File: config.mk
export PLATFORM = sky130hd
export DESIGN_NAME = timed_entry_release_table_core
export DESIGN_NICKNAME = d
export VERILOG_FILES = /design/src/hw/rtl/terc_pkg.sv /design/src/hw/rtl/terc_cell.sv /design/src/hw/rtl/terc_scan.sv /design/src/hw/rtl/timed_entry_release_table_core.sv
export SDC_FILE = /design/constraint.sdc
export NUM_CORES = 2
export LEC_CHECK = 0
export BUFFER_PORTS_ARGS = -buffer_cell sky130_fd_sc_hd__buf_4
export CAP_MARGIN = 5
export CORE_AREA = 2 2 392 394
export DETAILED_ROUTE_END_ITERATION = 8
export DIE_AREA = 0 0 394 396
export PLACE_DENSITY = 0.75
export SYNTH_ARGS = -nofsm -noshare
export SYNTH_HDL_FRONTEND = slang
export SYNTH_HIERARCHICAL = 1
export SYNTH_SLANG_ARGS = --single-unit
File: constraint.sdc
create_clock -name clk -period 7.7 [get_ports clk]
set_input_delay 1.54 -clock clk [delete_from_list [all_inputs] [get_ports clk]]
set_output_delay 1.54 -clock clk [all_outputs]
set_load 0.005 [all_outputs]
File: src/hw/rtl/terc_pkg.sv
// shared types and constants for the timed entry release table
// no dependencies
package terc_pkg;

    localparam int DEPTH    = 16;
    localparam int TAG_BITS = 16;
    localparam int IDX_W    = (DEPTH > 1) ? $clog2(DEPTH) : 1;
    localparam int CNT_W    = $clog2(DEPTH + 1);

    localparam logic       REQ_SCHEDULE   = 1'b0;
    localparam logic       REQ_POLL       = 1'b1;

    localparam logic [1:0] STAT_ADDED     = 2'd0;
    localparam logic [1:0] STAT_FULL      = 2'd1;
    localparam logic [1:0] STAT_RELEASED  = 2'd2;
    localparam logic [1:0] STAT_NONE      = 2'd3;

    typedef struct packed {
        logic        req_type;
        logic [31:0] tgt_time;
        logic [31:0] rty_period;
        logic [7:0]  rty_count;
        logic [15:0] entry_tag;
        logic [31:0] poll_time;
    } req_t;

    typedef struct packed {
        logic [1:0]  status;
        logic [31:0] released_target;
        logic [31:0] released_period;
        logic [7:0]  released_retries;
        logic [15:0] released_tag;
        logic [4:0]  entry_count;
        logic        earliest_valid;
        logic [31:0] earliest_time;
        logic [3:0]  earliest_slot;
    } rsp_t;

    typedef struct packed {
        logic [31:0]         target;
        logic [31:0]         period;
        logic [7:0]          retries;
        logic [TAG_BITS-1:0] tag;
    } entry_t;

    typedef struct packed {
        logic load_new;
        logic take_next;
    } cell_ctl_t;

    typedef struct packed {
        logic             clear;
        logic             feed;
        logic             poll;
        logic [CNT_W-1:0] count;
    } scan_ctl_t;

    typedef struct packed {
        logic             found;
        logic [IDX_W-1:0] found_idx;
        entry_t           rel;
        logic             min_vld;
        logic [31:0]      min_time;
        logic [IDX_W-1:0] min_slot;
    } scan_res_t;

endpackage

File: src/hw/rtl/terc_cell.sv
// one table cell: holds an entry, loads a new one or takes its neighbour's
// depends on terc_pkg
module terc_cell
    import terc_pkg::*;
(
    input  logic      clk,
    input  cell_ctl_t ctl,
    input  entry_t    new_entry,
    input  entry_t    next_entry,
    output entry_t    entry
);

    entry_t entry_reg;
    entry_t entry_next;

    always_comb
    begin
        entry_next = entry_reg;
        if (ctl.load_new)
        begin
            entry_next = new_entry;
        end
        else if (ctl.take_next)
        begin
            entry_next = next_entry;
        end
    end

    always_ff @(posedge clk)
    begin
        entry_reg <= entry_next;
    end

    assign entry = entry_reg;

endmodule

File: src/hw/rtl/terc_scan.sv
// shared due-time and earliest-target stage fed by the head cell of the ring
// depends on terc_pkg
module terc_scan
    import terc_pkg::*;
(
    input  logic        clk,
    input  logic        rst_n,
    input  scan_ctl_t   ctl,
    input  entry_t      head,
    input  logic [IDX_W-1:0] head_idx,
    input  logic [31:0] now,
    output scan_res_t   res
);

    // stage one: product of the head entry
    logic             s1_vld_reg;
    logic             s1_vld_next;
    entry_t           s1_entry_reg;
    logic [IDX_W-1:0] s1_idx_reg;
    logic [31:0]      s1_prod_reg;

    // stage two: first due entry and running minimum
    logic             found_reg;
    logic             found_next;
    logic [IDX_W-1:0] found_idx_reg;
    entry_t           rel_reg;
    logic             min_vld_reg;
    logic             min_vld_next;
    logic [31:0]      min_time_reg;
    logic [IDX_W-1:0] min_slot_reg;

    logic             in_use;
    logic [31:0]      due;
    logic             hit;
    logic             take_min;
    logic [IDX_W-1:0] pos;

    always_comb
    begin
        in_use   = s1_vld_reg && (CNT_W'(s1_idx_reg) < ctl.count);
        due      = s1_entry_reg.target + s1_prod_reg;
        hit      = in_use && ctl.poll && !found_reg && (due <= now);
        take_min = in_use && !hit && (!min_vld_reg || (s1_entry_reg.target < min_time_reg));
        pos      = s1_idx_reg - IDX_W'(found_reg);

        s1_vld_next  = ctl.feed;
        found_next   = found_reg | hit;
        min_vld_next = min_vld_reg | take_min;
        if (ctl.clear)
        begin
            s1_vld_next  = 1'b0;
            found_next   = 1'b0;
            min_vld_next = 1'b0;
        end
    end

    always_ff @(posedge clk or negedge rst_n)
    begin
        if (!rst_n)
        begin
            s1_vld_reg  <= 1'b0;
            found_reg   <= 1'b0;
            min_vld_reg <= 1'b0;
        end
        else
        begin
            s1_vld_reg  <= s1_vld_next;
            found_reg   <= found_next;
            min_vld_reg <= min_vld_next;
        end
    end

    always_ff @(posedge clk)
    begin
        if (ctl.feed)
        begin
            s1_entry_reg <= head;
            s1_idx_reg   <= head_idx;
            s1_prod_reg  <= 32'(32'(head.retries) * head.period);
        end
        if (hit)
        begin
            found_idx_reg <= s1_idx_reg;
            rel_reg       <= s1_entry_reg;
        end
        if (take_min)
        begin
            min_time_reg <= s1_entry_reg.target;
            min_slot_reg <= pos;
        end
    end

    always_comb
    begin
        res.found     = found_reg;
        res.found_idx = found_idx_reg;
        res.rel       = rel_reg;
        res.min_vld   = min_vld_reg;
        res.min_time  = min_time_reg;
        res.min_slot  = min_slot_reg;
    end

endmodule

File: src/hw/rtl/timed_entry_release_table_core.sv
// top level of the timed entry release table: ring of cells, scan stage, control
// depends on terc_pkg, terc_cell, terc_scan
//
// channel   ports          handshake
// request   req            taken when start is high and busy is low
// result    rsp            shown for one cycle while done is high
//
// busy stays high after an accept edge while the ring rotates past the one shared multiply
// and compare unit (S_SCAN), while that unit drains (S_LAST) and while the gap closes (S_DROP)
// a schedule item appends at its accept edge, then both kinds scan the ring
// the result shows for one cycle after that with busy low, and while it shows a new item can be taken
// reset clears the entry count and control; cell contents are not cleared
// the receiver cannot stall, so done is never held
module timed_entry_release_table_core
    import terc_pkg::*;
(
    input  logic clk,
    input  logic rst_n,
    input  logic start,
    output logic busy,
    input  req_t req,
    output logic done,
    output rsp_t rsp
);

    localparam logic [1:0] S_IDLE = 2'd0;
    localparam logic [1:0] S_SCAN = 2'd1;
    localparam logic [1:0] S_LAST = 2'd2;
    localparam logic [1:0] S_DROP = 2'd3;

    logic [1:0]       state_reg;
    logic [1:0]       state_next;
    logic [IDX_W-1:0] step_reg;
    logic [IDX_W-1:0] step_next;
    logic [CNT_W-1:0] count_reg;
    logic [CNT_W-1:0] count_next;
    logic             poll_reg;
    logic             poll_next;
    logic             full_reg;
    logic             full_next;
    logic [31:0]      now_reg;
    logic             done_reg;
    logic             done_next;
    rsp_t             rsp_reg;
    rsp_t             rsp_next;

    logic             accept;
    logic             is_full;
    logic             append;
    entry_t           new_entry;
    entry_t           cells [DEPTH];
    cell_ctl_t        cell_ctl [DEPTH];
    scan_ctl_t        scan_ctl;
    scan_res_t        scan_res;

    assign accept  = start && (state_reg == S_IDLE);
    assign is_full = (count_reg == CNT_W'(DEPTH));
    assign append  = accept && (req.req_type == REQ_SCHEDULE) && !is_full;

    always_comb
    begin
        new_entry.target  = req.tgt_time;
        new_entry.period  = req.rty_period;
        new_entry.retries = req.rty_count;
        new_entry.tag     = TAG_BITS'(req.entry_tag);
    end

    for (genvar i = 0; i < DEPTH; i++)
    begin : g_cell
        entry_t next_entry;

        if (i == DEPTH - 1)
        begin : g_wrap
            assign next_entry = cells[0];
        end
        else
        begin : g_link
            assign next_entry = cells[i+1];
        end

        always_comb
        begin
            cell_ctl[i].load_new  = append && (count_reg == CNT_W'(i));
            cell_ctl[i].take_next = (state_reg == S_SCAN)
                || ((state_reg == S_DROP) && scan_res.found
                    && (IDX_W'(i) >= scan_res.found_idx));
        end

        terc_cell u_cell (
            .clk        (clk),
            .ctl        (cell_ctl[i]),
            .new_entry  (new_entry),
            .next_entry (next_entry),
            .entry      (cells[i])
        );
    end

    always_comb
    begin
        scan_ctl.clear = accept;
        scan_ctl.feed  = (state_reg == S_SCAN);
        scan_ctl.poll  = poll_reg;
        scan_ctl.count = count_reg;
    end

    terc_scan u_scan (
        .clk      (clk),
        .rst_n    (rst_n),
        .ctl      (scan_ctl),
        .head     (cells[0]),
        .head_idx (step_reg),
        .now      (now_reg),
        .res      (scan_res)
    );

    always_comb
    begin
        state_next = state_reg;
        step_next  = step_reg;
        count_next = count_reg;
        poll_next  = poll_reg;
        full_next  = full_reg;
        done_next  = 1'b0;
        rsp_next   = rsp_reg;

        case (state_reg)
            S_IDLE:
            begin
                if (accept)
                begin
                    state_next = S_SCAN;
                    step_next  = '0;
                    poll_next  = req.req_type;
                    full_next  = is_full;
                    if (append)
                    begin
                        count_next = count_reg + CNT_W'(1);
                    end
                end
            end
            S_SCAN:
            begin
                step_next = step_reg + IDX_W'(1);
                if (step_reg == IDX_W'(DEPTH - 1))
                begin
                    state_next = S_LAST;
                end
            end
            S_LAST:
            begin
                state_next = S_DROP;
            end
            S_DROP:
            begin
                state_next = S_IDLE;
                done_next  = 1'b1;
                count_next = count_reg - CNT_W'(scan_res.found);

                if (poll_reg == REQ_POLL)
                begin
                    rsp_next.status = scan_res.found ? STAT_RELEASED : STAT_NONE;
                end
                else
                begin
                    rsp_next.status = full_reg ? STAT_FULL : STAT_ADDED;
                end

                if (scan_res.found)
                begin
                    rsp_next.released_target  = scan_res.rel.target;
                    rsp_next.released_period  = scan_res.rel.period;
                    rsp_next.released_retries = scan_res.rel.retries;
                    rsp_next.released_tag     = 16'(scan_res.rel.tag);
                end
                else
                begin
                    rsp_next.released_target  = '0;
                    rsp_next.released_period  = '0;
                    rsp_next.released_retries = '0;
                    rsp_next.released_tag     = '0;
                end

                rsp_next.entry_count    = 5'(count_next);
                rsp_next.earliest_valid = scan_res.min_vld;
                if (scan_res.min_vld)
                begin
                    rsp_next.earliest_time = scan_res.min_time;
                    rsp_next.earliest_slot = 4'(scan_res.min_slot);
                end
                else
                begin
                    rsp_next.earliest_time = '0;
                    rsp_next.earliest_slot = '0;
                end
            end
            default:
            begin
                state_next = S_IDLE;
            end
        endcase
    end

    always_ff @(posedge clk or negedge rst_n)
    begin
        if (!rst_n)
        begin
            state_reg <= S_IDLE;
            step_reg  <= '0;
            count_reg <= '0;
            poll_reg  <= REQ_SCHEDULE;
            full_reg  <= 1'b0;
            done_reg  <= 1'b0;
        end
        else
        begin
            state_reg <= state_next;
            step_reg  <= step_next;
            count_reg <= count_next;
            poll_reg  <= poll_next;
            full_reg  <= full_next;
            done_reg  <= done_next;
        end
    end

    always_ff @(posedge clk)
    begin
        if (accept)
        begin
            now_reg <= req.poll_time;
        end
        rsp_reg <= rsp_next;
    end

    assign busy = (state_reg != S_IDLE);
    assign done = done_reg;
    assign rsp  = rsp_reg;

endmodule

==> results.yml <==
global_route:
  grtUsageTotal: 0.267
  grt_pass1_vias: 45217
  antenna_found_initial: 26
  wire_length_of_the_first_global_routing_pass_mm: 306
  global_route.overflow_total: 0
  grt_start_max_net_pins: 90
cells_and_area:
  largest_reg_flops: 1408
  most_common_cell_after_layout_fill_and_taps_aside: "edfxtp_1"
  layout-drive-gt1-share: 0.379
  final_cell_mix: "1824 x edfxtp_1, 1266 x mux2_2, 305 x buf_4"
  nets: 5672
  area_growth_syn_to_layout_pct: 11.8
timing:
  final.setup.tns_ns: 0
  setup_violations: 0
  finalHoldViolCount: 0
  max-slew-margin-rel: 0.188
  timing.clock.skew_ns: 0.0541
  rsz0062_at_grt: "false"
  tightest_slew_ns: 1.22
  max_freq_mhz: 168
  layout_worst_path_cycle_share: 0.773
  period_minus_slack_ns: 5.95
  maxSlewViolCount: 0
worst_setup_path:
  chain_of_cells_forming_the_critical_path: "ha_1, inv_1, fa_1, nor2b_1, o21ai_1, a2111oi_4, o31ai_1, o31ai_2, a21oi_1, nor4bb_1, nor2_1, xnor2_1, ha_1, nand4_1, nor3_1, nand2b_1, nor4_1, a41oi_1, o21ai_0, a21oi_1, o211a_1, buf_4"
  end_of_the_critical_path: "u_scan/min_time_reg[16]"
  critPathTopFamily: "compound AO/OA/AOI/OAI gates"
  crit_path_start: "u_scan/s1_entry_reg[56]"
  critPathLaunchType: "flip-flop"
  worst-endpoint-arrival_ns: 6.48
  worst-path-max-fanout: 28
  critical_path_required_ns: 8.23
  crit_cells: 22
  crit_path_end_kind: "flip-flop"
  r2r_setup_slack_ns: 1.75
  critical_path.max_stage_delay_ns: 0.97
  critical_path_class: "reg -> reg"
  reg2reg_depth: 22
  crit-reg2reg-capture: "u_scan/min_time_reg[16]"
  critical-path-slowest-cell: "o211a_1"
  worstReg2RegStart: "u_scan/s1_entry_reg[56]"
  critical_path_buf_inv_count: 2
flow_run:
  drv.max_cap_violation_count: 0
floorplanning:
  start_util: 0.557
  floorplan.die.width_um: 394
  row_count: 143
  ioPinCount: 258
  floorplan.core_area_um2: 152000
  floorplan.die_area_um2: 156000
  floorplan.die.height_um: 396
detailed_routing:
  dr_wl_met3_mm: 17.2
  drt-wirelength-per-cell_um: 28.1
  drtPass1Iterations: 5
  dr.max_layer_used: "met5"
  routed-wl-met2_mm: 98.9
  totalWireLength_mm: 209
  drt-initial-drc-count: 4569
  drt-met1-wl_mm: 87.1
  viasPerCell: 6.04
  drc_errors: 0
  ant_nets: 0
  detailroute.via_count: 44857
synthesis:
  netlist-cell-type-count: 76
  syn_area_um2: 84400
  synth_area_leader_cell: "edfxtp_1"
  post_synthesis_net_count: 5373
  post_syn_area_per_cell_um2: 17.1
  synth_area_leaders: "edfxtp_1 65%, mux2_2 17%, fa_1 3.7%"
  synthDominantCellAreaShare: 0.649
  synth.yosys.seq_area_share: 0.654
  postSynthRegisterBits: 1841
  synthesis.yosys.warnings: 6
  edff_count_synth: 1824
  count_of_mapped_cells_out_of_synthesis: 4940
  synthFlopType: "edfxtp_1"
  synthArstFlopShare: 0.00923
place:
  detailed_place_hpwl_mm: 116
  gp_routability_congestion: 0.859
  io_buffer_count: 257
cts:
  clock_tree.htree_level_count: 4
  cts_made_buffers: 185
  tritoncts: "built"
  post-cts-setup-buffers: 0
  path_clk_slew_ns: 0.06
  cts_resized: 0
  worst_skew_pair.late_latency_ns: 0.86
  cts.root.buffer_cell: "clkbuf_16"
  clock_tree.buffer_depth: 3
  post_cts_hold_buffer_count: 0
  clock_sink_count: 1841
worst_hold_path:
  hold_path.class: "reg -> reg"
status:
  outcome: "finished, final reports clean"
logic make-up after synthesis:
| family | synth area share |
|---|---|
| adder cells (fa/ha/maj) | 0.0598 |
| XOR/XNOR | 0.00705 |
| multiplexers | 0.195 |
| AO/OA/AOI/OAI | 0.0197 |
| flip-flops | 0.654 |
| buffers and inverters | 0.0262 |
| AND/OR/NAND/NOR | 0.0388 |
how the worst min path moves through the flow:
stage	cells past startpoint	endpoint	slack, ns	startpoint
2_1_floorplan	0	u_scan/res[37]	0.40	u_scan/s1_entry_reg[0]
3_3_place_gp	0	u_scan/res[64]	0.40	u_scan/s1_entry_reg[27]
3_5_place_dp	0	u_scan/res[48]	0.40	u_scan/s1_entry_reg[11]
4_1_cts	0	u_scan/res[89]	0.42	u_scan/s1_entry_reg[52]
5_1_grt	0	u_scan/res[73]	0.42	u_scan/s1_entry_reg[36]
6_report	0	u_scan/res[86]	0.42	u_scan/s1_entry_reg[49]
Yosys cell counts (all sizes together), types with 3 or more instances:
cell	count
nor2	57
nand4	14
buf	165
nor3	18
mux2i	3
xor2	16
a21boi	4
nand2	157
a21o	40
inv	244
nor4	3
nand3	18
mux2	1410
o21bai	6
edfxtp	1824
a31oi	8
o21a	9
clkbuf	42
or2	21
a211oi	9
a21oi	73
and3	12
fa	157
a2111oi	5
nand2b	14
dfrtp	17
o31ai	4
ha	152
o31a	3
o21ai	66
and2	266
nor2b	15
xnor2	52
through the flow:
stage	instance area [µm²]	hold WS [ns]	utilization	std cells	worst slack, ns
3_5_place_dp	88400	0.405	0.584	7082	1.82
5_1_grt	94400	0.422	0.623	7429	1.21
6_report	94400	0.418	0.623	7431	1.75
4_1_cts	94400	0.419	0.623	7423	1.73
3_3_place_gp	88400	0.401	0.584	7082	1.73
2_1_floorplan	84400	0.400	-	4940	0.732
per-layer routing:
metal  up-vias  GRT usage
li1      19078          -
met1     23457      0.373
met2      1993      0.426
met3       303     0.0525
met4        26     0.0793
met5         -          0
worst register-to-register path, stage by stage, from the launching register on:
cell and delay, ns:
edfxtp_1 0.40, ha_1 0.21, inv_1 0.06, fa_1 0.40
nor2b_1 0.12, o21ai_1 0.14, a2111oi_4 0.40, o31ai_1 0.20
o31ai_2 0.33, a21oi_1 0.16, nor4bb_1 0.29, nor2_1 0.08
xnor2_1 0.15, ha_1 0.29, nand4_1 0.10, nor3_1 0.27
nand2b_1 0.14, nor4_1 0.06, a41oi_1 0.15, o21ai_0 0.14
a21oi_1 0.20, o211a_1 0.97, buf_4 0.35
layout make-up:
type	count	area (µm²)
Fill cell	10746	57100
Sequential cell	1841	55200
Multi-Input combinational cell	2648	27200
Clock buffer	231	4880
Timing Repair Buffer	319	2570
Tap cell	2030	2540
Clock inverter	110	1100
Inverter	244	916
Antenna cell	8	20.0
Power is left out: the tool's default activity adds up to more than one toggle a clock period on the data nets, which glitch-free logic cannot reach.
